==> config.mk <==
export PLATFORM = sky130hd
export DESIGN_NAME = obpc_cfg_regs_flat
export DESIGN_NICKNAME = d
export VERILOG_FILES = /design/src/hdl/obpc_pkg.sv /design/src/hdl/obpc_cfg_if.sv /design/src/hdl/obpc_cfg_regs.sv /design/src/flat_wrapper.sv
export SDC_FILE = /design/constraint.sdc
export NUM_CORES = 1
export LEC_CHECK = 0
export ABC_AREA = 0
export BUFFER_PORTS_ARGS = -buffer_cell sky130_fd_sc_hd__clkbuf_2
export CAP_MARGIN = 20
export CORE_MARGIN = 2
export CORE_UTILIZATION = 54
export DETAILED_ROUTE_END_ITERATION = 10
export PLACE_DENSITY = 0.95
export REMOVE_ABC_BUFFERS = 1
export SLEW_MARGIN = 10
export SYNTH_ARGS = -nofsm -noshare
export SYNTH_HDL_FRONTEND = slang
export SYNTH_SLANG_ARGS = --single-unit
==> constraint.sdc <==
create_clock -name clk -period 3.15 [get_ports clk]
set_input_delay 0.315 -clock clk [delete_from_list [all_inputs] [get_ports clk]]
set_output_delay 0.315 -clock clk [all_outputs]
set_load 0.05 [all_outputs]
==> src/hdl/obpc_pkg.sv <==
// Shared types, constants and tables of the omni base pose controller.
package obpc_pkg;

  localparam int POS_BITS_DEF  = 20;
  localparam int FRAC_BITS_DEF = 12;

  localparam int CFG_IDX_W  = 3;
  localparam int CFG_DATA_W = 16;
  localparam int SPEED_W    = 16;

  localparam int POS_FRAC      = 10;
  localparam int ROT_ITERS     = 16;
  localparam int ANG_Q16_W     = 19;
  localparam int ROT_Z_W       = ANG_Q16_W + 1;
  localparam int QUARTER_Q16   = 102944;
  localparam int QTR_MAX       = ((1 << ANG_Q16_W) - 1) / QUARTER_Q16;
  localparam int QTR_CNT_W     = $clog2(QTR_MAX + 1);
  localparam int INV_GAIN_Q16  = 39797;
  localparam int ANG_FULL_Q12  = 25736;
  localparam int ANG_HALF_Q12  = 12868;
  localparam int ANG_CLAMP_Q12 = 10718;

  localparam logic [15:0] RST_KP_LINEAR    = 16'd1638;
  localparam logic [15:0] RST_KP_ANGULAR   = 16'd4096;
  localparam logic [14:0] RST_MAX_LINEAR   = 15'd1843;
  localparam logic [14:0] RST_MAX_ANGULAR  = 15'd1843;
  localparam logic [14:0] RST_CRUISE_SPEED = 15'd1229;
  localparam logic [15:0] RST_TOL_LINEAR   = 16'd102;
  localparam logic [14:0] RST_TOL_ANGULAR  = 15'd737;

  typedef enum logic [CFG_IDX_W-1:0] {
    CFG_KP_LINEAR    = 3'd0,
    CFG_KP_ANGULAR   = 3'd1,
    CFG_MAX_LINEAR   = 3'd2,
    CFG_MAX_ANGULAR  = 3'd3,
    CFG_CRUISE_SPEED = 3'd4,
    CFG_TOL_LINEAR   = 3'd5,
    CFG_TOL_ANGULAR  = 3'd6
  } cfg_idx_t;

  typedef enum logic [1:0] {
    XM_ZERO   = 2'd0,
    XM_PROP   = 2'd1,
    XM_CRUISE = 2'd2
  } xmode_t;

  typedef struct packed {
    logic [15:0] kp_linear;
    logic [15:0] kp_angular;
    logic [14:0] max_linear;
    logic [14:0] max_angular;
    logic [14:0] cruise_speed;
    logic [15:0] tol_linear;
    logic [14:0] tol_angular;
  } cfg_t;

  typedef struct packed {
    xmode_t x_mode;
    logic   y_enable;
    logic   heading_enable;
  } mode_t;

  function automatic int atan_q16(input int step);
    int v;
    case (step)
      0:       v = 51472;
      1:       v = 30386;
      2:       v = 16055;
      3:       v = 8150;
      4:       v = 4091;
      5:       v = 2047;
      6:       v = 1024;
      7:       v = 512;
      8:       v = 256;
      9:       v = 128;
      10:      v = 64;
      11:      v = 32;
      12:      v = 16;
      13:      v = 8;
      14:      v = 4;
      15:      v = 2;
      default: v = 0;
    endcase
    return v;
  endfunction

endpackage

==> src/hdl/obpc_cfg_if.sv <==
// Configuration write channel: valid/ready with register index and write data.
interface obpc_cfg_if ();
  logic                            valid;
  logic                            ready;
  logic [obpc_pkg::CFG_IDX_W-1:0]  index;
  logic [obpc_pkg::CFG_DATA_W-1:0] data;

  modport source (output valid, index, data, input ready);
  modport sink   (input valid, index, data, output ready);
endinterface

==> src/hdl/obpc_cfg_regs.sv <==
// Configuration register file for gains, limits, cruise speed and tolerances.
module obpc_cfg_regs (
  input  logic              clk,
  input  logic              rst_n,
  obpc_cfg_if.sink          cfg_ch,
  output obpc_pkg::cfg_t    cfg_o
);

  obpc_pkg::cfg_t cfg_r;
  obpc_pkg::cfg_t cfg_nxt;

  assign cfg_ch.ready = 1'b1;
  assign cfg_o        = cfg_r;

  always_comb begin
    cfg_nxt = cfg_r;
    if (cfg_ch.valid) begin
      case (obpc_pkg::cfg_idx_t'(cfg_ch.index))
        obpc_pkg::CFG_KP_LINEAR:    cfg_nxt.kp_linear    = cfg_ch.data;
        obpc_pkg::CFG_KP_ANGULAR:   cfg_nxt.kp_angular   = cfg_ch.data;
        obpc_pkg::CFG_MAX_LINEAR:   cfg_nxt.max_linear   = cfg_ch.data[14:0];
        obpc_pkg::CFG_MAX_ANGULAR:  cfg_nxt.max_angular  = cfg_ch.data[14:0];
        obpc_pkg::CFG_CRUISE_SPEED: cfg_nxt.cruise_speed = cfg_ch.data[14:0];
        obpc_pkg::CFG_TOL_LINEAR:   cfg_nxt.tol_linear   = cfg_ch.data;
        obpc_pkg::CFG_TOL_ANGULAR:  cfg_nxt.tol_angular  = cfg_ch.data[14:0];
        default: cfg_nxt = cfg_r;
      endcase
    end
  end

  always_ff @(posedge clk) begin
    if (!rst_n) begin
      cfg_r.kp_linear    <= obpc_pkg::RST_KP_LINEAR;
      cfg_r.kp_angular   <= obpc_pkg::RST_KP_ANGULAR;
      cfg_r.max_linear   <= obpc_pkg::RST_MAX_LINEAR;
      cfg_r.max_angular  <= obpc_pkg::RST_MAX_ANGULAR;
      cfg_r.cruise_speed <= obpc_pkg::RST_CRUISE_SPEED;
      cfg_r.tol_linear   <= obpc_pkg::RST_TOL_LINEAR;
      cfg_r.tol_angular  <= obpc_pkg::RST_TOL_ANGULAR;
    end else begin
      cfg_r <= cfg_nxt;
    end
  end

endmodule

==> src/flat_wrapper.sv <==
// flat-port wrapper written by rule: the top's interface ports become plain ports
module obpc_cfg_regs_flat 
  (clk, rst_n, cfg_o, cfg_ch_valid, cfg_ch_index, cfg_ch_data, cfg_ch_ready);
  obpc_cfg_if cfg_ch_i ();
  input  logic clk;
  input  logic rst_n;
  output obpc_pkg::cfg_t cfg_o;
  input wire logic [$bits(cfg_ch_i.valid)-1:0] cfg_ch_valid;
  input wire logic [$bits(cfg_ch_i.index)-1:0] cfg_ch_index;
  input wire logic [$bits(cfg_ch_i.data)-1:0] cfg_ch_data;
  output wire logic [$bits(cfg_ch_i.ready)-1:0] cfg_ch_ready;
  assign cfg_ch_i.valid = cfg_ch_valid;
  assign cfg_ch_i.index = cfg_ch_index;
  assign cfg_ch_i.data = cfg_ch_data;
  assign cfg_ch_ready = cfg_ch_i.ready;
  obpc_cfg_regs u_core (.clk(clk), .rst_n(rst_n), .cfg_ch(cfg_ch_i), .cfg_o(cfg_o));
endmodule
==> flow_summary.toml <==
[finish]
finalNonFillerCells = 612
syn2layout_area_growth_pct = 20.7
nets = 531
num-fill-cells = 588
diodes = 0
final_common_cell = "clkbuf_2"
layout_common_cells = "128 x clkbuf_2, 108 x mux2i_1, 108 x dfxtp_1"
largest_reg_flops = 108
drive_gt1_frac = 0.292

[setup_path]
crit_arrival_ns = 1.77
path_class = "input port to flip-flop"
required_ns = 3.34
endpoint_kind = "flip-flop"
reg2reg_from = "u_core.cfg_o[9]"
max_stage_delay_ns = 1.04
startpoint = "cfg_ch_index[0]"
critPathTopFamily = "simple AND/OR/NAND/NOR gates"
cp.buffers_inverters = 1
crit_path_top_delay_cell = "or4b_1"
critPathLaunchType = "input port"
critPathMaxFanout = 16
cp_cell_sequence = "clkbuf_2, or4b_1, mux2i_1"

[power_and_ir_drop]
leakage_nw = 2.56
power_density_mw_per_mm2 = 489
irDropWorstVdd_uv = 282

[clock_tree]
htreeDepth = 3
holdBufCountCts = 0
clk_pin_slew_ns = 0.09
clock_sinks = 108
cts_buffer_depth = 2
cts_root_buf = "clkbuf_8"
clk_latency_ns = 0.34
cts_setup_buffers = 0
numCtsBuffers = 9
cts_tree = "built"
cts-resized-gates = 0

[placed_design]
io_buffers = 129
dp.cells = 597
gp_congestion = 0.708
hpwl_um = 6770

[die]
start_util = 0.564
dieArea_mm2 = 0.00838
row_count = 31
die_w_um = 91.5
die_h_um = 91.5
ios = 131
core_area_mm2 = 0.00733

[grt]
grt_start_max_net_pins = 78
grt_pass1_wl_um = 15100
grt_use_total = 0.228
antenna_found_initial = 0
grt_pass1_vias = 3028
grt_overflow = 0

[job]
drv_cap = 0

[synthesis]
yosysWarnings = 0
synth_cell_types = 16
synth-seq-cells = 108
netlist_area_mm2 = 0.00414
avgSynthCellArea_um2 = 10.5
syn_inst = 393
synth-seq-area-share = 0.523

[drt]
avgViaCountPerCell = 5.03
vias = 3081
routed_wl_um = 9360
drtAntennaViolNets = 0
routedWlPerCell_um = 15.3
drtPass1Iterations = 4
drc_errors = 0
drt-initial-drc-count = 96

[timing]
tns_ns = 0
min_period_over_period = 0.501
rsz0062_at_grt = "no"
setup_violations = 0
tightest_slew_ns = 1.08
drv_slew = 0
fmax_ghz = 0.633
hold_viol = 0
clock_skew_ns = 0
min_period_ns = 1.58
slew_headroom = 0.283

[status]
status = "finished clean"

[min_path]
hold_start = "cfg_ch_data[3]"
min_path_type = "input port to flip-flop"
where the power goes:
part / switching (mW) / total, mW / internal (mW)
Sequential: 0.0172 / 1.41 / 1.39
Clock: 0.416 / 0.744 / 0.329
Combinational: 0.205 / 0.285 / 0.0799
Total: 0.638 / 2.44 / 1.80
routing by layer:
layer  track usage  routed length (µm)  up-vias
met2         0.380                4660       95
met1         0.296                4150     1466
met4        0.0593                  28        0
met5             0                   0        -
li1              -                   -     1518
met3        0.0564                 519        2
layout make-up:
class                      count  area [µm²]  share of cell area
multi-input combinational    254        1820               0.365
sequential                   108        2160               0.433
clock inverter                 1        7.51             0.00150
clock buffer                  14         163              0.0326
timing repair buffer         136         713               0.143
tap                           99         124              0.0248
Yosys cell counts, drive strengths merged:
library cell    n  share of area
mux2i         108           0.26
nand4b          3         0.0064
nand4bb         2         0.0054
nor2b          48          0.073
nand2          88          0.080
and4bb          1         0.0030
and4b           1         0.0024
conb            1        0.00091
dfxtp         108           0.52
buf            15          0.026
nor4bb          1         0.0024
or4b            1         0.0024
clkbuf         16          0.015
cell families (layout without fill, tap and decap cells):
group	Yosys count	in the layout	synth area share
buffers and inverters	31	151	0.0405
DFF	108	108	0.523
muxes	108	108	0.261
other	1	1	0.000907
and+or+nand+nor	145	145	0.175
per-stage QoR:
step                       util  setup slack, ns  hold WS (ns)  instance area [µm²]  total power, mW
final                     0.681             1.57         0.244                 4990             2.44
after global routing      0.681             1.50         0.226                 4990             2.54
after CTS                 0.681             1.57         0.235                 4990             2.45
after detailed placement  0.658             1.21         0.449                 4820             1.73
after global placement    0.658             1.26         0.442                 4820             1.72
after floorplan               -            0.275         0.463                 3970             1.63
worst min-delay path, cell delays in order:
cell and delay (ns):
clkbuf_2 0.09, nor2b_1 0.04, mux2i_1 0.11
path summary, 6_finish.rpt:
check                      end  slack, ns  depth (start not counted)
max          u_core.cfg_o[105]       1.57                          3
min           u_core.cfg_o[34]       0.24                          3
max reg2reg    u_core.cfg_o[9]       2.47                          2
min reg2reg   u_core.cfg_o[36]       0.46                          2
(Power assumes the default switching activity.)
