===== config.mk =====
export PLATFORM = sky130hd
export DESIGN_NAME = obpc_cordic_stage
export DESIGN_NICKNAME = d
export VERILOG_FILES = /design/src/hdl/obpc_pkg.sv /design/src/hdl/obpc_cordic_stage.sv
export SDC_FILE = /design/constraint.sdc
export NUM_CORES = 1
export LEC_CHECK = 0
export ABC_AREA = 1
export BUFFER_PORTS_ARGS = -buffer_cell sky130_fd_sc_hd__buf_2
export CAP_MARGIN = 30
export CORE_MARGIN = 2
export CORE_UTILIZATION = 55
export CTS_BUF_LIST = sky130_fd_sc_hd__clkbuf_2 sky130_fd_sc_hd__clkbuf_4 sky130_fd_sc_hd__clkbuf_8
export DETAILED_ROUTE_END_ITERATION = 8
export PLACE_DENSITY = 0.76
export SLEW_MARGIN = 20
export SYNTH_ARGS = -nofsm -noshare
export SYNTH_HDL_FRONTEND = slang
export SYNTH_SLANG_ARGS = --single-unit

===== constraint.sdc =====
create_clock -name clk -period 9.4 [get_ports clk]
set_input_delay 2.35 -clock clk [delete_from_list [all_inputs] [get_ports clk]]
set_output_delay 2.35 -clock clk [all_outputs]
set_load 0.05 [all_outputs]

===== src/hdl/obpc_pkg.sv =====
// Shared types, constants and tables of the omni base pose controller.
package obpc_pkg;

  localparam int POS_BITS_DEF  = 20;
  localparam int FRAC_BITS_DEF = 12;

  localparam int CFG_IDX_W  = 3;
  localparam int CFG_DATA_W = 16;
  localparam int SPEED_W    = 16;

  localparam int POS_FRAC      = 10;
  localparam int ROT_ITERS     = 16;
  localparam int ANG_Q16_W     = 19;
  localparam int ROT_Z_W       = ANG_Q16_W + 1;
  localparam int QUARTER_Q16   = 102944;
  localparam int QTR_MAX       = ((1 << ANG_Q16_W) - 1) / QUARTER_Q16;
  localparam int QTR_CNT_W     = $clog2(QTR_MAX + 1);
  localparam int INV_GAIN_Q16  = 39797;
  localparam int ANG_FULL_Q12  = 25736;
  localparam int ANG_HALF_Q12  = 12868;
  localparam int ANG_CLAMP_Q12 = 10718;

  localparam logic [15:0] RST_KP_LINEAR    = 16'd1638;
  localparam logic [15:0] RST_KP_ANGULAR   = 16'd4096;
  localparam logic [14:0] RST_MAX_LINEAR   = 15'd1843;
  localparam logic [14:0] RST_MAX_ANGULAR  = 15'd1843;
  localparam logic [14:0] RST_CRUISE_SPEED = 15'd1229;
  localparam logic [15:0] RST_TOL_LINEAR   = 16'd102;
  localparam logic [14:0] RST_TOL_ANGULAR  = 15'd737;

  typedef enum logic [CFG_IDX_W-1:0] {
    CFG_KP_LINEAR    = 3'd0,
    CFG_KP_ANGULAR   = 3'd1,
    CFG_MAX_LINEAR   = 3'd2,
    CFG_MAX_ANGULAR  = 3'd3,
    CFG_CRUISE_SPEED = 3'd4,
    CFG_TOL_LINEAR   = 3'd5,
    CFG_TOL_ANGULAR  = 3'd6
  } cfg_idx_t;

  typedef enum logic [1:0] {
    XM_ZERO   = 2'd0,
    XM_PROP   = 2'd1,
    XM_CRUISE = 2'd2
  } xmode_t;

  typedef struct packed {
    logic [15:0] kp_linear;
    logic [15:0] kp_angular;
    logic [14:0] max_linear;
    logic [14:0] max_angular;
    logic [14:0] cruise_speed;
    logic [15:0] tol_linear;
    logic [14:0] tol_angular;
  } cfg_t;

  typedef struct packed {
    xmode_t x_mode;
    logic   y_enable;
    logic   heading_enable;
  } mode_t;

  function automatic int atan_q16(input int step);
    int v;
    case (step)
      0:       v = 51472;
      1:       v = 30386;
      2:       v = 16055;
      3:       v = 8150;
      4:       v = 4091;
      5:       v = 2047;
      6:       v = 1024;
      7:       v = 512;
      8:       v = 256;
      9:       v = 128;
      10:      v = 64;
      11:      v = 32;
      12:      v = 16;
      13:      v = 8;
      14:      v = 4;
      15:      v = 2;
      default: v = 0;
    endcase
    return v;
  endfunction

endpackage


===== src/hdl/obpc_cordic_stage.sv =====
// One registered CORDIC rotation step with fixed shift and arctangent constant.
module obpc_cordic_stage #(
  parameter int POS_BITS  = obpc_pkg::POS_BITS_DEF,
  parameter int FRAC_BITS = obpc_pkg::FRAC_BITS_DEF,
  parameter int STEP      = 0
) (
  input  logic                                clk,
  input  logic                                rst_n,
  input  logic                                valid_i,
  output logic                                ready_o,
  input  logic signed [POS_BITS+10:0]         x_i,
  input  logic signed [POS_BITS+10:0]         y_i,
  input  logic signed [obpc_pkg::ROT_Z_W-1:0] z_i,
  input  logic signed [FRAC_BITS+2:0]         eh_i,
  input  obpc_pkg::mode_t                     mode_i,
  output logic                                valid_o,
  input  logic                                ready_i,
  output logic signed [POS_BITS+10:0]         x_o,
  output logic signed [POS_BITS+10:0]         y_o,
  output logic signed [obpc_pkg::ROT_Z_W-1:0] z_o,
  output logic signed [FRAC_BITS+2:0]         eh_o,
  output obpc_pkg::mode_t                     mode_o
);

  localparam int W  = POS_BITS + 11;
  localparam int ZW = obpc_pkg::ROT_Z_W;
  localparam logic signed [ZW-1:0] ATAN = ZW'(obpc_pkg::atan_q16(STEP));

  logic                 valid_r;
  logic signed [W-1:0]  dx, dy;
  logic signed [W-1:0]  x_nxt, y_nxt, x_r, y_r;
  logic signed [ZW-1:0] z_nxt, z_r;
  logic signed [FRAC_BITS+2:0] eh_r;
  obpc_pkg::mode_t      mode_r;

  assign ready_o = !valid_r || ready_i;
  assign dx      = y_i >>> STEP;
  assign dy      = x_i >>> STEP;

  always_comb begin
    if (z_i >= 0) begin
      x_nxt = x_i - dx;
      y_nxt = y_i + dy;
      z_nxt = z_i - ATAN;
    end else begin
      x_nxt = x_i + dx;
      y_nxt = y_i - dy;
      z_nxt = z_i + ATAN;
    end
  end

  always_ff @(posedge clk) begin
    if (!rst_n) begin
      valid_r <= 1'b0;
    end else if (ready_o) begin
      valid_r <= valid_i;
    end
  end

  always_ff @(posedge clk) begin
    if (ready_o && valid_i) begin
      x_r    <= x_nxt;
      y_r    <= y_nxt;
      z_r    <= z_nxt;
      eh_r   <= eh_i;
      mode_r <= mode_i;
    end
  end

  assign valid_o = valid_r;
  assign x_o     = x_r;
  assign y_o     = y_r;
  assign z_o     = z_r;
  assign eh_o    = eh_r;
  assign mode_o  = mode_r;

endmodule


==> summary.txt <==
Pwr
  – Seq pwr share: 35.6%
  – Clock Power Share: 16.8%
  – Maximum VDD drop: 0.0000654 V
  – Power per cell area: 131 nW/µm²
  – Net switching fraction of the power: 45.7%
  – Net Switching: 0.733 mW
  – Total power: 1.60 mW
  – Pleak: 6.83 nW
  – Pint: 0.869 mW
  – Combinational Power Share: 47.5%

Worst setup path
  – Worst reg2reg path depth: 2
  – Flop2flop setup slack: 7.86 ns
  – Worst setup SP type: primary input
  – Crit-path slowest cell: nor4_1
  – Crit path required time: 9.56 ns
  – Critical path class: in -> reg
  – Worst-path maximum fanout: 61
  – CP arrival: 5.44 ns
  – Crit-path cells: buf_2 -> inv_1 -> nand2_1 -> nor4_1 -> nand3_1 -> nand2_2 -> inv_2 -> buf_4 -> ha_1 -> a21o_1 -> a21oi_1 -> o21ai_0 -> nand3_1 -> nand2_1 -> nand2_1 -> nand2_1
  – Reg2reg end: x_o[29]$_DFFE_PP_
  – CP endpoint kind: flip-flop
  – Crit-path most repeated cell: nand2_1
  – Reg2Reg Launch Point: valid_o$_SDFFE_PN0N_
  – CP peak stage delay: 0.46 ns

Floorplanning
  – Core area: 19500 µm²
  – Initial Util: 56.2%
  – Row cnt: 51
  – Die X: 145 µm
  – Die area: 21100 µm²
  – DIE HEIGHT: 145 µm
  – I/O pin cnt: 208

Yosys
  – Syn Area/Cell: 6.52 µm²
  – Mapped Cells: 1681
  – Seq cells post-synth: 101
  – Synthesized Nets: 1895
  – Yosys Warn Count: 0
  – Netlist cell types: 41
  – Synth Cell Area: 11000 µm²
  – Sequential area share after synthesis: 27.6%

Clock network
  – CTS resizes: 0
  – Cts bufs inserted: 9
  – Worst-path clk slew: 0.11 ns
  – Worst skew pair latency: 0.41 ns
  – CTS tree: yes
  – Worst-case clock buffer depth: 2
  – Root Buffer: clkbuf_8
  – Clock Sinks: 101
  – H-tree lvl count: 3
  – Postcts setup bufs: 0
  – CTS Hold Bufs: 0

Cells and area
  – Layout cell share with drive strength beyond 1: 13.1%
  – Final nets: 2075
  – Area Overhead vs Synth: 11.7%
  – Commonest non-fill, non-tap cells in the layout: nand2_1 (561), inv_1 (302), buf_2 (207), nand3_1 (150), nor2_1 (131)
  – N_diodes: 0
  – Commonest non-fill, non-tap cell in the layout: nand2_1
  – Fin cells: 2131

Global routing
  – Largest net degree at the start of global routing: 66
  – M3 GR Usage: 3.74%
  – Met2 Use GR: 51.7%
  – Gr ovfl total: 0
  – Total GRT Usage: 31.6%
  – GR met1 Demand/Resource: 44.6%
  – Antenna violations before repair: 0
  – First-pass GRT wire length: 53.3 mm
  – GR peak layer: met2
  – Vias in the first global route: 10.3k

Place
  – IO buf count: 207
  – Final GP Congestion: 0.979
  – Placed Instances: 2115
  – HPWL reported at the end of detailed placement: 28.1 mm

STA
  – Final Setup Violations: 0
  – Relative slew margins: 48.3%
  – Final hold viol count: 0
  – Setup TNS: 0 ns
  – Worst slew pin tran: 0.775 ns
  – Final Max Slew Viols: 0
  – RSZ-0062 raised after global routing: false
  – Worst Skew: 0.0236 ns
  – Max Clk Rate: 189 MHz
  – Crit share post-route: 56.2%
  – Minimum clock period: 5.28 ns

Job
  – Max-Cap Viols: 0

Drt
  – Drt total wl: 33.5 mm
  – Initial drt markers: 1010
  – ANT nets after route: 0
  – Drt via density: 5.29
  – Drt wl/cell: 15.7 µm
  – Vias: 11.3k
  – Number of remaining DRC errors: 0
  – Pre-Repair DR Iteration Count: 8

Hold path
  – Hold Crit Depth: 2
  – Worst Hold Launch: valid_o$_SDFFE_PN0N_
  – Hold path endpoint: valid_o$_SDFFE_PN0N_
  – Min-Delay Path Class: reg -> reg

Run status
  – Status: completed
-- critical path: cells and delay by family --
family	cells	cell delay, ns
AOI/OAI and AO/OA	3	0.74
adders and majority gates	1	0.45
and+or+nand+nor	8	1.32
buffers and inverters	4	0.59
-- metrics by stage --
step                hold slack, ns  worst slack, ns  utilization (%)  instance area [µm²]
floorplan                     1.11             1.59                -                11000
global placement             0.524             3.73             61.8                12100
detailed placement           0.559             3.68             61.8                12100
CTS                          0.574             4.12             62.8                12300
global route                 0.617             3.82             62.8                12300
finish                       0.562             4.12             62.8                12300
-- state kept, by name (all words and copies together) (netlist names) --
name / cells
y_o: 30
x_o: 31
eh_o: 15
z_o: 20
mode_o: 4
valid_o: 1
-- Yosys cell counts, drive strengths merged --
library cell,instances,area (µm²)
nand2,565,2130
inv,303,1140
nand3,150,751
nor2,134,510
ha,105,1310
edfxtp,100,3000
a21oi,88,440
o21ai,66,338
buf,39,300
xor2,39,342
nand4,20,125
o21bai,17,128
a21o,8,60.1
nor3,8,45.0
nand3b,6,52.6
or2,5,31.3
and2,4,25.0
fa,4,80.1
xnor2,4,35.0
a31oi,3,18.8
clkbuf,3,12.5
a21boi,2,15.0
nor4,2,12.5
a211oi,1,7.51
and3,1,6.26
dfxtp,1,20.0
o211ai,1,7.51
o21a,1,7.51
o31ai,1,12.5
-- layer usage --
metal  wire, µm  vias up
met3       2540       38
li1           -     5651
met1      15400     5098
met5          0        -
met4        637        0
met2      14900      487
-- logic make-up after synthesis --
logic type,Yosys count,synth area share (%)
XOR/XNOR,43,3.43
AO/OA/AOI/OAI,188,9.43
AND/OR/NAND/NOR,895,33.6
flip-flops,101,27.6
adder cells (fa/ha/maj),109,12.7
buffers and inverters,345,13.2
-- cell type report --
class	count	area, µm²
Inverter	303	1140
Fill cell	1917	7270
Clock inverter	6	57.6
Multi-Input combinational cell	1235	6510
Clock buffer	10	131
Tap cell	265	332
Sequential cell	101	3020
Timing Repair Buffer	211	1070
-- power by group through the flow --
stage	Clock (mW)	Sequential [mW]	Combinational, mW
floorplan	0	0.749	0.389
global placement	0	0.580	0.741
global route	0.290	0.576	0.830
CTS	0.277	0.572	0.750
finish	0.270	0.571	0.761
detailed placement	0	0.582	0.748
-- worst max path at each step --
stage / startpoint / endpoint / slack [ns] / cells after the start
floorplan: valid_i / eh_o[0]$_DFFE_PP_ / 1.59 / 2
detailed placement: z_i[4] / z_o[19]$_DFFE_PP_ / 3.68 / 16
finish: z_i[4] / z_o[19]$_DFFE_PP_ / 4.12 / 16
CTS: z_i[4] / z_o[19]$_DFFE_PP_ / 4.12 / 16
global route: z_i[4] / z_o[19]$_DFFE_PP_ / 3.82 / 14
global placement: z_i[4] / z_o[15]$_DFFE_PP_ / 3.73 / 15
Power figures use the tool's default switching activity.
