==> src/hdl/obpc_pkg.sv <==
// Shared types, constants and tables of the omni base pose controller.
package obpc_pkg;

  localparam int POS_BITS_DEF  = 20;
  localparam int FRAC_BITS_DEF = 12;

  localparam int CFG_IDX_W  = 3;
  localparam int CFG_DATA_W = 16;
  localparam int SPEED_W    = 16;

  localparam int POS_FRAC      = 10;
  localparam int ROT_ITERS     = 16;
  localparam int ANG_Q16_W     = 19;
  localparam int ROT_Z_W       = ANG_Q16_W + 1;
  localparam int QUARTER_Q16   = 102944;
  localparam int QTR_MAX       = ((1 << ANG_Q16_W) - 1) / QUARTER_Q16;
  localparam int QTR_CNT_W     = $clog2(QTR_MAX + 1);
  localparam int INV_GAIN_Q16  = 39797;
  localparam int ANG_FULL_Q12  = 25736;
  localparam int ANG_HALF_Q12  = 12868;
  localparam int ANG_CLAMP_Q12 = 10718;

  localparam logic [15:0] RST_KP_LINEAR    = 16'd1638;
  localparam logic [15:0] RST_KP_ANGULAR   = 16'd4096;
  localparam logic [14:0] RST_MAX_LINEAR   = 15'd1843;
  localparam logic [14:0] RST_MAX_ANGULAR  = 15'd1843;
  localparam logic [14:0] RST_CRUISE_SPEED = 15'd1229;
  localparam logic [15:0] RST_TOL_LINEAR   = 16'd102;
  localparam logic [14:0] RST_TOL_ANGULAR  = 15'd737;

  typedef enum logic [CFG_IDX_W-1:0] {
    CFG_KP_LINEAR    = 3'd0,
    CFG_KP_ANGULAR   = 3'd1,
    CFG_MAX_LINEAR   = 3'd2,
    CFG_MAX_ANGULAR  = 3'd3,
    CFG_CRUISE_SPEED = 3'd4,
    CFG_TOL_LINEAR   = 3'd5,
    CFG_TOL_ANGULAR  = 3'd6
  } cfg_idx_t;

  typedef enum logic [1:0] {
    XM_ZERO   = 2'd0,
    XM_PROP   = 2'd1,
    XM_CRUISE = 2'd2
  } xmode_t;

  typedef struct packed {
    logic [15:0] kp_linear;
    logic [15:0] kp_angular;
    logic [14:0] max_linear;
    logic [14:0] max_angular;
    logic [14:0] cruise_speed;
    logic [15:0] tol_linear;
    logic [14:0] tol_angular;
  } cfg_t;

  typedef struct packed {
    xmode_t x_mode;
    logic   y_enable;
    logic   heading_enable;
  } mode_t;

  function automatic int atan_q16(input int step);
    int v;
    case (step)
      0:       v = 51472;
      1:       v = 30386;
      2:       v = 16055;
      3:       v = 8150;
      4:       v = 4091;
      5:       v = 2047;
      6:       v = 1024;
      7:       v = 512;
      8:       v = 256;
      9:       v = 128;
      10:      v = 64;
      11:      v = 32;
      12:      v = 16;
      13:      v = 8;
      14:      v = 4;
      15:      v = 2;
      default: v = 0;
    endcase
    return v;
  endfunction

endpackage

==> src/hdl/obpc_out_if.sv <==
// Result channel: valid/ready with speed commands, robot-frame errors and flags.
interface obpc_out_if #(
  parameter int POS_BITS  = obpc_pkg::POS_BITS_DEF,
  parameter int FRAC_BITS = obpc_pkg::FRAC_BITS_DEF
) ();
  logic                              valid;
  logic                              ready;
  logic signed [obpc_pkg::SPEED_W-1:0] speed_x;
  logic signed [obpc_pkg::SPEED_W-1:0] speed_y;
  logic signed [obpc_pkg::SPEED_W-1:0] speed_turn;
  logic signed [POS_BITS:0]          err_fwd;
  logic signed [POS_BITS:0]          err_side;
  logic signed [FRAC_BITS+2:0]       err_heading;
  logic                              aligned;
  logic                              arrived;

  modport source (
    output valid, speed_x, speed_y, speed_turn, err_fwd, err_side, err_heading,
           aligned, arrived,
    input  ready
  );
  modport sink (
    input  valid, speed_x, speed_y, speed_turn, err_fwd, err_side, err_heading,
           aligned, arrived,
    output ready
  );
endinterface

==> src/hdl/obpc_speed.sv <==
// Back stages: gain correction, saturation, proportional speeds, flags and output register.
module obpc_speed #(
  parameter int POS_BITS  = obpc_pkg::POS_BITS_DEF,
  parameter int FRAC_BITS = obpc_pkg::FRAC_BITS_DEF
) (
  input  logic                        clk,
  input  logic                        rst_n,
  input  obpc_pkg::cfg_t              cfg_i,
  input  logic                        valid_i,
  output logic                        ready_o,
  input  logic signed [POS_BITS+10:0] x_i,
  input  logic signed [POS_BITS+10:0] y_i,
  input  logic signed [FRAC_BITS+2:0] eh_i,
  input  obpc_pkg::mode_t             mode_i,
  obpc_out_if.source                  out_ch
);

  localparam int W   = POS_BITS + 11;
  localparam int PW  = W + 18;
  localparam int HPW = FRAC_BITS + 21;
  localparam int LPW = POS_BITS + 19;
  localparam int CW  = (POS_BITS + 2 > 18) ? POS_BITS + 2 : 18;
  localparam int SW  = obpc_pkg::SPEED_W;
  localparam int EW  = FRAC_BITS + 3;
  localparam logic signed [PW-1:0] INV_C = PW'(obpc_pkg::INV_GAIN_Q16);
  localparam logic signed [PW-1:0] EHI   = PW'((64'sd1 <<< POS_BITS) - 64'sd1);
  localparam logic signed [PW-1:0] ELO   = -EHI - PW'(1);

  logic v1_r, v2_r, v3_r, v4_r;
  logic rdy1, rdy2, rdy3, rdy4;

  // stage 1: products
  logic signed [PW-1:0]  px_r, py_r;
  logic signed [HPW-1:0] ph_r;
  logic signed [EW-1:0]  eh1_r;
  obpc_pkg::mode_t       m1_r;

  // stage 2: saturated errors, turn speed, heading flag
  logic signed [PW-1:0]  rx, ry;
  logic signed [HPW-1:0] rh, hmax;
  logic signed [POS_BITS:0] efw_nxt, esd_nxt, efw_r, esd_r;
  logic signed [SW-1:0]  st_nxt, st_r;
  logic signed [CW-1:0]  tol_a;
  logic                  al_nxt, al_r;
  logic signed [EW-1:0]  eh2_r;
  obpc_pkg::mode_t       m2_r;

  // stage 3: linear products, arrival flag
  logic signed [LPW-1:0] lx_r, ly_r;
  logic signed [CW-1:0]  tol_l, efw_c, esd_c;
  logic                  ar_nxt, al3_r, ar_r;
  logic signed [POS_BITS:0] efw3_r, esd3_r;
  logic signed [SW-1:0]  st3_r;
  logic signed [EW-1:0]  eh3_r;
  obpc_pkg::mode_t       m3_r;

  // stage 4: output register
  logic signed [LPW-1:0] rlx, rly, lmax;
  logic signed [SW-1:0]  sx_nxt, sy_nxt, sxp, syp;
  logic signed [SW-1:0]  sx_r, sy_r, sturn_r;
  logic signed [POS_BITS:0] efw4_r, esd4_r;
  logic signed [EW-1:0]  eh4_r;
  logic                  al4_r, ar4_r;

  assign rdy4    = !v4_r || out_ch.ready;
  assign rdy3    = !v3_r || rdy4;
  assign rdy2    = !v2_r || rdy3;
  assign rdy1    = !v1_r || rdy2;
  assign ready_o = rdy1;

  always_ff @(posedge clk) begin
    if (!rst_n) begin
      v1_r <= 1'b0;
      v2_r <= 1'b0;
      v3_r <= 1'b0;
      v4_r <= 1'b0;
    end else begin
      if (rdy1) v1_r <= valid_i;
      if (rdy2) v2_r <= v1_r;
      if (rdy3) v3_r <= v2_r;
      if (rdy4) v4_r <= v3_r;
    end
  end

  always_ff @(posedge clk) begin
    if (rdy1 && valid_i) begin
      px_r  <= PW'(x_i) * INV_C;
      py_r  <= PW'(y_i) * INV_C;
      ph_r  <= HPW'(eh_i) * HPW'(signed'({1'b0, cfg_i.kp_angular}));
      eh1_r <= eh_i;
      m1_r  <= mode_i;
    end
  end

  always_comb begin
    rx = (px_r + (PW'(1) <<< 23)) >>> 24;
    ry = (py_r + (PW'(1) <<< 23)) >>> 24;
    if (rx > EHI) begin
      efw_nxt = EHI[POS_BITS:0];
    end else if (rx < ELO) begin
      efw_nxt = ELO[POS_BITS:0];
    end else begin
      efw_nxt = rx[POS_BITS:0];
    end
    if (ry > EHI) begin
      esd_nxt = EHI[POS_BITS:0];
    end else if (ry < ELO) begin
      esd_nxt = ELO[POS_BITS:0];
    end else begin
      esd_nxt = ry[POS_BITS:0];
    end
    rh   = (ph_r + (HPW'(1) <<< (FRAC_BITS - 1))) >>> FRAC_BITS;
    hmax = HPW'(signed'({1'b0, cfg_i.max_angular}));
    if (rh > hmax) begin
      st_nxt = hmax[SW-1:0];
    end else if (rh < -hmax) begin
      st_nxt = -hmax[SW-1:0];
    end else begin
      st_nxt = rh[SW-1:0];
    end
    tol_a  = CW'(signed'({1'b0, cfg_i.tol_angular}));
    al_nxt = (CW'(eh1_r) <= tol_a) && (CW'(eh1_r) >= -tol_a);
  end

  always_ff @(posedge clk) begin
    if (rdy2 && v1_r) begin
      efw_r <= efw_nxt;
      esd_r <= esd_nxt;
      st_r  <= st_nxt;
      al_r  <= al_nxt;
      eh2_r <= eh1_r;
      m2_r  <= m1_r;
    end
  end

  always_comb begin
    tol_l  = CW'(signed'({1'b0, cfg_i.tol_linear}));
    efw_c  = CW'(efw_r);
    esd_c  = CW'(esd_r);
    ar_nxt = al_r && (efw_c <= tol_l) && (efw_c >= -tol_l)
                  && (esd_c <= tol_l) && (esd_c >= -tol_l);
  end

  always_ff @(posedge clk) begin
    if (rdy3 && v2_r) begin
      lx_r   <= LPW'(efw_r) * LPW'(signed'({1'b0, cfg_i.kp_linear}));
      ly_r   <= LPW'(esd_r) * LPW'(signed'({1'b0, cfg_i.kp_linear}));
      ar_r   <= ar_nxt;
      al3_r  <= al_r;
      efw3_r <= efw_r;
      esd3_r <= esd_r;
      st3_r  <= st_r;
      eh3_r  <= eh2_r;
      m3_r   <= m2_r;
    end
  end

  always_comb begin
    rlx  = (lx_r + (LPW'(1) <<< (obpc_pkg::POS_FRAC - 1))) >>> obpc_pkg::POS_FRAC;
    rly  = (ly_r + (LPW'(1) <<< (obpc_pkg::POS_FRAC - 1))) >>> obpc_pkg::POS_FRAC;
    lmax = LPW'(signed'({1'b0, cfg_i.max_linear}));
    if (rlx > lmax) begin
      sxp = lmax[SW-1:0];
    end else if (rlx < -lmax) begin
      sxp = -lmax[SW-1:0];
    end else begin
      sxp = rlx[SW-1:0];
    end
    if (rly > lmax) begin
      syp = lmax[SW-1:0];
    end else if (rly < -lmax) begin
      syp = -lmax[SW-1:0];
    end else begin
      syp = rly[SW-1:0];
    end
    case (m3_r.x_mode)
      obpc_pkg::XM_PROP:   sx_nxt = sxp;
      obpc_pkg::XM_CRUISE: sx_nxt = SW'({1'b0, cfg_i.cruise_speed});
      default:             sx_nxt = '0;
    endcase
    sy_nxt = m3_r.y_enable ? -syp : '0;
  end

  always_ff @(posedge clk) begin
    if (rdy4 && v3_r) begin
      sx_r    <= sx_nxt;
      sy_r    <= sy_nxt;
      sturn_r <= m3_r.heading_enable ? -st3_r : '0;
      efw4_r  <= efw3_r;
      esd4_r  <= esd3_r;
      eh4_r   <= eh3_r;
      al4_r   <= al3_r;
      ar4_r   <= ar_r;
    end
  end

  assign out_ch.valid       = v4_r;
  assign out_ch.speed_x     = sx_r;
  assign out_ch.speed_y     = sy_r;
  assign out_ch.speed_turn  = sturn_r;
  assign out_ch.err_fwd     = efw4_r;
  assign out_ch.err_side    = esd4_r;
  assign out_ch.err_heading = eh4_r;
  assign out_ch.aligned     = al4_r;
  assign out_ch.arrived     = ar4_r;

endmodule

==> src/flat_wrapper.sv <==
// flat-port wrapper written by rule: the top's interface ports become plain ports
module obpc_speed_flat 
#(
  parameter int POS_BITS  = obpc_pkg::POS_BITS_DEF,
  parameter int FRAC_BITS = obpc_pkg::FRAC_BITS_DEF
)
  (clk, rst_n, cfg_i, valid_i, ready_o, x_i, y_i, eh_i, mode_i, out_ch_valid, out_ch_speed_x, out_ch_speed_y, out_ch_speed_turn, out_ch_err_fwd, out_ch_err_side, out_ch_err_heading, out_ch_aligned, out_ch_arrived, out_ch_ready);
  obpc_out_if #(.POS_BITS(POS_BITS), .FRAC_BITS(FRAC_BITS)) out_ch_i ();
  input  logic clk;
  input  logic rst_n;
  input  obpc_pkg::cfg_t cfg_i;
  input  logic valid_i;
  output logic ready_o;
  input  logic signed [POS_BITS+10:0] x_i;
  input  logic signed [POS_BITS+10:0] y_i;
  input  logic signed [FRAC_BITS+2:0] eh_i;
  input  obpc_pkg::mode_t mode_i;
  output wire logic [$bits(out_ch_i.valid)-1:0] out_ch_valid;
  output wire logic [$bits(out_ch_i.speed_x)-1:0] out_ch_speed_x;
  output wire logic [$bits(out_ch_i.speed_y)-1:0] out_ch_speed_y;
  output wire logic [$bits(out_ch_i.speed_turn)-1:0] out_ch_speed_turn;
  output wire logic [$bits(out_ch_i.err_fwd)-1:0] out_ch_err_fwd;
  output wire logic [$bits(out_ch_i.err_side)-1:0] out_ch_err_side;
  output wire logic [$bits(out_ch_i.err_heading)-1:0] out_ch_err_heading;
  output wire logic [$bits(out_ch_i.aligned)-1:0] out_ch_aligned;
  output wire logic [$bits(out_ch_i.arrived)-1:0] out_ch_arrived;
  input wire logic [$bits(out_ch_i.ready)-1:0] out_ch_ready;
  assign out_ch_valid = out_ch_i.valid;
  assign out_ch_speed_x = out_ch_i.speed_x;
  assign out_ch_speed_y = out_ch_i.speed_y;
  assign out_ch_speed_turn = out_ch_i.speed_turn;
  assign out_ch_err_fwd = out_ch_i.err_fwd;
  assign out_ch_err_side = out_ch_i.err_side;
  assign out_ch_err_heading = out_ch_i.err_heading;
  assign out_ch_aligned = out_ch_i.aligned;
  assign out_ch_arrived = out_ch_i.arrived;
  assign out_ch_i.ready = out_ch_ready;
  obpc_speed #(.POS_BITS(POS_BITS), .FRAC_BITS(FRAC_BITS)) u_core (.clk(clk), .rst_n(rst_n), .cfg_i(cfg_i), .valid_i(valid_i), .ready_o(ready_o), .x_i(x_i), .y_i(y_i), .eh_i(eh_i), .mode_i(mode_i), .out_ch(out_ch_i));
endmodule
==> config.mk <==
export PLATFORM = sky130hd
export DESIGN_NAME = obpc_speed_flat
export DESIGN_NICKNAME = d
export VERILOG_FILES = /design/src/hdl/obpc_pkg.sv /design/src/hdl/obpc_out_if.sv /design/src/hdl/obpc_speed.sv /design/src/flat_wrapper.sv
export SDC_FILE = /design/constraint.sdc
export NUM_CORES = 2
export LEC_CHECK = 0
export BUFFER_PORTS_ARGS = -buffer_cell sky130_fd_sc_hd__buf_4
export CAP_MARGIN = 25
export CORE_MARGIN = 1
export CORE_UTILIZATION = 66
export DETAILED_ROUTE_END_ITERATION = 10
export PLACE_DENSITY = 0.95
export SYNTH_ARGS = -nofsm -noshare
export SYNTH_HDL_FRONTEND = slang
export SYNTH_SLANG_ARGS = --single-unit
==> constraint.sdc <==
create_clock -name clk -period 9.2 [get_ports clk]
set_input_delay 0.46 -clock clk [delete_from_list [all_inputs] [get_ports clk]]
set_output_delay 0.46 -clock clk [all_outputs]
set_load 0.02 [all_outputs]
==> impl_results.md <==
- Status: completed
- Core area: 113,000 sq um
- Synth Area per Inst: 9.88 sq um
- Pins over their slew limit: 0
- Seq/Total Area, Yosys: 0.164
- Synth Area in XOR/XNOR: 0.0350
- # rows: 123
- Clk root buf: clkbuf_16
- RR Startpoint: u_core.esd_r[20]
- Drt wl/cell: 21.0 um
- # Post-CTS Setup Buffers: 0
- Crit end category: register
- Initial antenna violation count: 7
- Crit. Startpoint: u_core.esd_r[20]
- Final Hold Vio Count: 0
- HP Class: in2reg
- Nets: 10,400
- Worst R2R End: u_core.ly_r[37]
- Reg2reg path depth: 21
- Setup-failing EPs final: 0
- Clock buffer count from CTS: 51
- Synth Area in Simple Gates: 0.119
- GRT Total Usage: 0.349
- Area contributors post-synth: fa_1, edfxtp_1, ha_1
- Largest net degree at the start of global routing: 73
- Post-Syn Area: 75,800 sq um
- Synth unique cells: 93
- Worst Tran Pin Value: 1.24 ns
- Clk sink count: 416
- Rel. slew slack: 0.166
- Die ar.: 116,000 sq um
- Cells after DPL: 9,304
- Via-per-instance ratio: 5.94
- Initial DRC Count: 5,097
- Initial cell density of the core: 0.670
- FFs w/ async S/R, synth: 0
- Max Cap Violations: 0
- Largest family of logic cells by synthesized area: adder cells
- TritonRoute pass-1 iters: 9
- Synth Area in Compound Gates: 0.0587
- Syn nets: 10,200
- Synthesized flop and latch total: 416
- Die Y: 341 um
- WS Path Type: reg2reg
- Final Cell Area: 81,300 sq um
- Final Instance Count excl. Fillers: 9,417
- Post-route setup TNS: 0 ns
- CP startpoint kind: register
- ANT nets after route: 0
- WP data required: 9.56 ns
- Ys Warns: 0
- I/O pins: 302
- Layout cell share with drive strength beyond 1: 0.0584
- Port bufs: 301
- Area share of fa/ha/maj cells after synthesis: 0.512
- Area growth, synth to finish: 7.17%
- Worst Skew: 0.0336 ns
- Worst-Skew Late Latency: 0.64 ns
- Worst Path Arrival: 7.93 ns
- DP Area: 79,400 sq um
- Mux share of post-synthesis cell area: 0.00561
- Via count: 56,000
- DPL Wire Length: 157 mm
- Gates resized, CTS repair: 0
- RSZ-0062 raised after global routing: false
- Min cycle time layout: 7.57 ns
- Fin Hold WS: 0.118 ns
- Post-synth EDFFs: 412
- Vias in the first global route: 62,200
- H-tree levels: 2
- Yosys top cell area share: 0.350
- Area leader, netlist: fa_1
- Die Width: 341 um
- GP Congestion: 1.01
- Clock Path Buffers: 3
- Final period util: 0.823
- TritonCTS clock tree: yes
- First-pass GRT wire length: 319 mm
- Post-synthesis cell count: 7,674
- WL final: 198 mm
- Number of remaining DRC errors: 0
- R2R setup slack: 1.63 ns
- Grt ovf: 0
- CP endpoint: u_core.ly_r[37]
- Fmax: 132 MHz
- Top_reg_cell synth: edfxtp_1
- Clock transition at the registers of the reported paths: 0.06 ns
- Crit-path max FO: 21
==> sequential cells by signal (all words and copies together) (netlist names), 16 cells and up <==
name / flops
u_core.py_r: 25
u_core.out_ch.speed_x: 16
u_core.esd_r: 21
u_core.out_ch.err_fwd: 21
u_core.efw_r: 21
u_core.st3_r: 16
u_core.out_ch.speed_y: 16
u_core.ly_r: 29
u_core.st_r: 16
u_core.ph_r: 21
u_core.esd3_r: 21
u_core.out_ch.err_side: 21
u_core.efw3_r: 21
u_core.lx_r: 29
u_core.px_r: 25
u_core.out_ch.speed_turn: 16
==> placed cells by master (no fill, tap or decap), types with 10 or more instances in the layout <==
cell       synthesis  layout
inv_1           1938    1938
fa_1            1327    1327
ha_1             978     978
nand2_1          658     658
edfxtp_1         412     412
and2_1           399     399
buf_4              0     325
nor2_1           220     220
xnor2_1          204     204
a21oi_1          169     169
o21ai_0          129     129
nand3_1          123     123
a21o_1           116     116
xor2_1            99      99
nor3_1            89      89
nand4_1           72      72
o21a_1            56      56
and3_1            51      51
clkbuf_16          0      51
nor2b_1           48      46
nand2b_1          35      35
nor4_1            33      33
a211oi_1          26      26
mux2i_1           23      23
o21bai_1          21      21
or3_1             18      18
mux2_2            16      16
a31oi_1           16      15
and4_1            14      14
a222oi_1          13      13
o31ai_1           11      11
o211ai_1          11      11
clkinv_2           0      10
==> Yosys cell counts (6+ instances only) <==
library cell,number
a211o_1,8
a211oi_1,26
a21boi_0,6
a21o_1,116
a21oi_1,169
a222oi_1,13
a31oi_1,16
a41o_1,6
and2_1,399
and3_1,51
and4_1,14
buf_1,6
clkbuf_1,185
edfxtp_1,412
fa_1,1327
ha_1,978
inv_1,1938
mux2_2,16
mux2i_1,23
nand2_1,658
nand2b_1,35
nand3_1,123
nand3b_1,7
nand4_1,72
nor2_1,220
nor2b_1,48
nor3_1,89
nor4_1,33
o211ai_1,11
o21a_1,56
o21ai_0,129
o21bai_1,21
o22ai_1,8
o2bb2a_1,9
o31a_1,6
o31ai_1,11
or2_2,6
or3_1,18
or4_1,9
xnor2_1,204
xor2_1,99
==> cell type report <==
| cell class | instances | area [sq um] |
|---|---|---|
| flip-flops and latches | 416 | 12500 |
| fillers | 7459 | 31900 |
| inverters | 1939 | 7280 |
| well taps | 1500 | 1880 |
| multi-input cells | 5126 | 55400 |
| clock inverters | 40 | 413 |
| diodes | 7 | 17.5 |
| clock buffers | 56 | 1290 |
| repair buffers | 333 | 2520 |
==> critical path: stages (launching register included) <==
cell	delay (ns)
edfxtp_1	0.91
nand2_1	0.27
fa_1	0.73
inv_1	0.14
fa_1	0.88
fa_1	0.51
fa_1	0.47
fa_1	0.54
inv_1	0.05
fa_1	0.53
inv_1	0.04
ha_1	0.34
a21o_1	0.17
a21oi_1	0.19
nor2b_1	0.06
o21ai_0	0.16
nand2b_1	0.11
a22o_1	0.28
o41a_1	0.37
a21oi_1	0.27
o21bai_1	0.13
xnor2_1	0.15
==> cells by family after synthesis <==
kind of cell / after synthesis
xor gates and xnor gates: 303
DFF: 416
and+or+nand+nor: 1807
buffers and inverters: 2132
muxes: 40
AOI/OAI and AO/OA: 671
adders and majority gates: 2305
==> stage by stage <==
step	setup slack [ns]	util
after floorplan	1.78	-
after detailed placement	1.74	0.702
after CTS	1.62	0.718
after global routing	1.19	0.718
final	1.63	0.718
after global placement	1.95	0.702
==> per-layer routing <==
| layer | global-route usage | routed length (um) | up-vias | part of all wire |
|---|---|---|---|---|
| li1 | - | - | 24400 | - |
| met1 | 0.425 | 71100 | 27800 | 0.36 |
| met2 | 0.588 | 95500 | 2936 | 0.48 |
| met3 | 0.0794 | 20400 | 795 | 0.10 |
| met4 | 0.165 | 10600 | 0 | 0.054 |
| met5 | 0 | 0 | - | 0 |
==> timing repair <==
| item | CTS | global route |
|---|---|---|
| hold buffers | 4 | 0 |
| endpoints found under the setup margin | 0 | 0 |
| endpoints found under the hold margin | 4 | 0 |
==> worst min-delay path by stage <==
stage	depth (start not counted)	from	slack, ns	end
after floorplan	0	u_core.eh2_r[0]	0.40	u_core.eh3_r[0]
after global placement	0	u_core.eh2_r[11]	0.40	u_core.eh3_r[11]
after detailed placement	0	u_core.eh2_r[11]	0.40	u_core.eh3_r[11]
after CTS	3	cfg_i[31]	0.09	u_core.out_ch.speed_x[0]
after global routing	3	cfg_i[44]	0.11	u_core.out_ch.speed_x[13]
final	2	rst_n	0.12	u_core.out_ch.valid
Power is not shown: default switching activity piles up to over one toggle a cycle in this logic, so the estimate is an artifact.
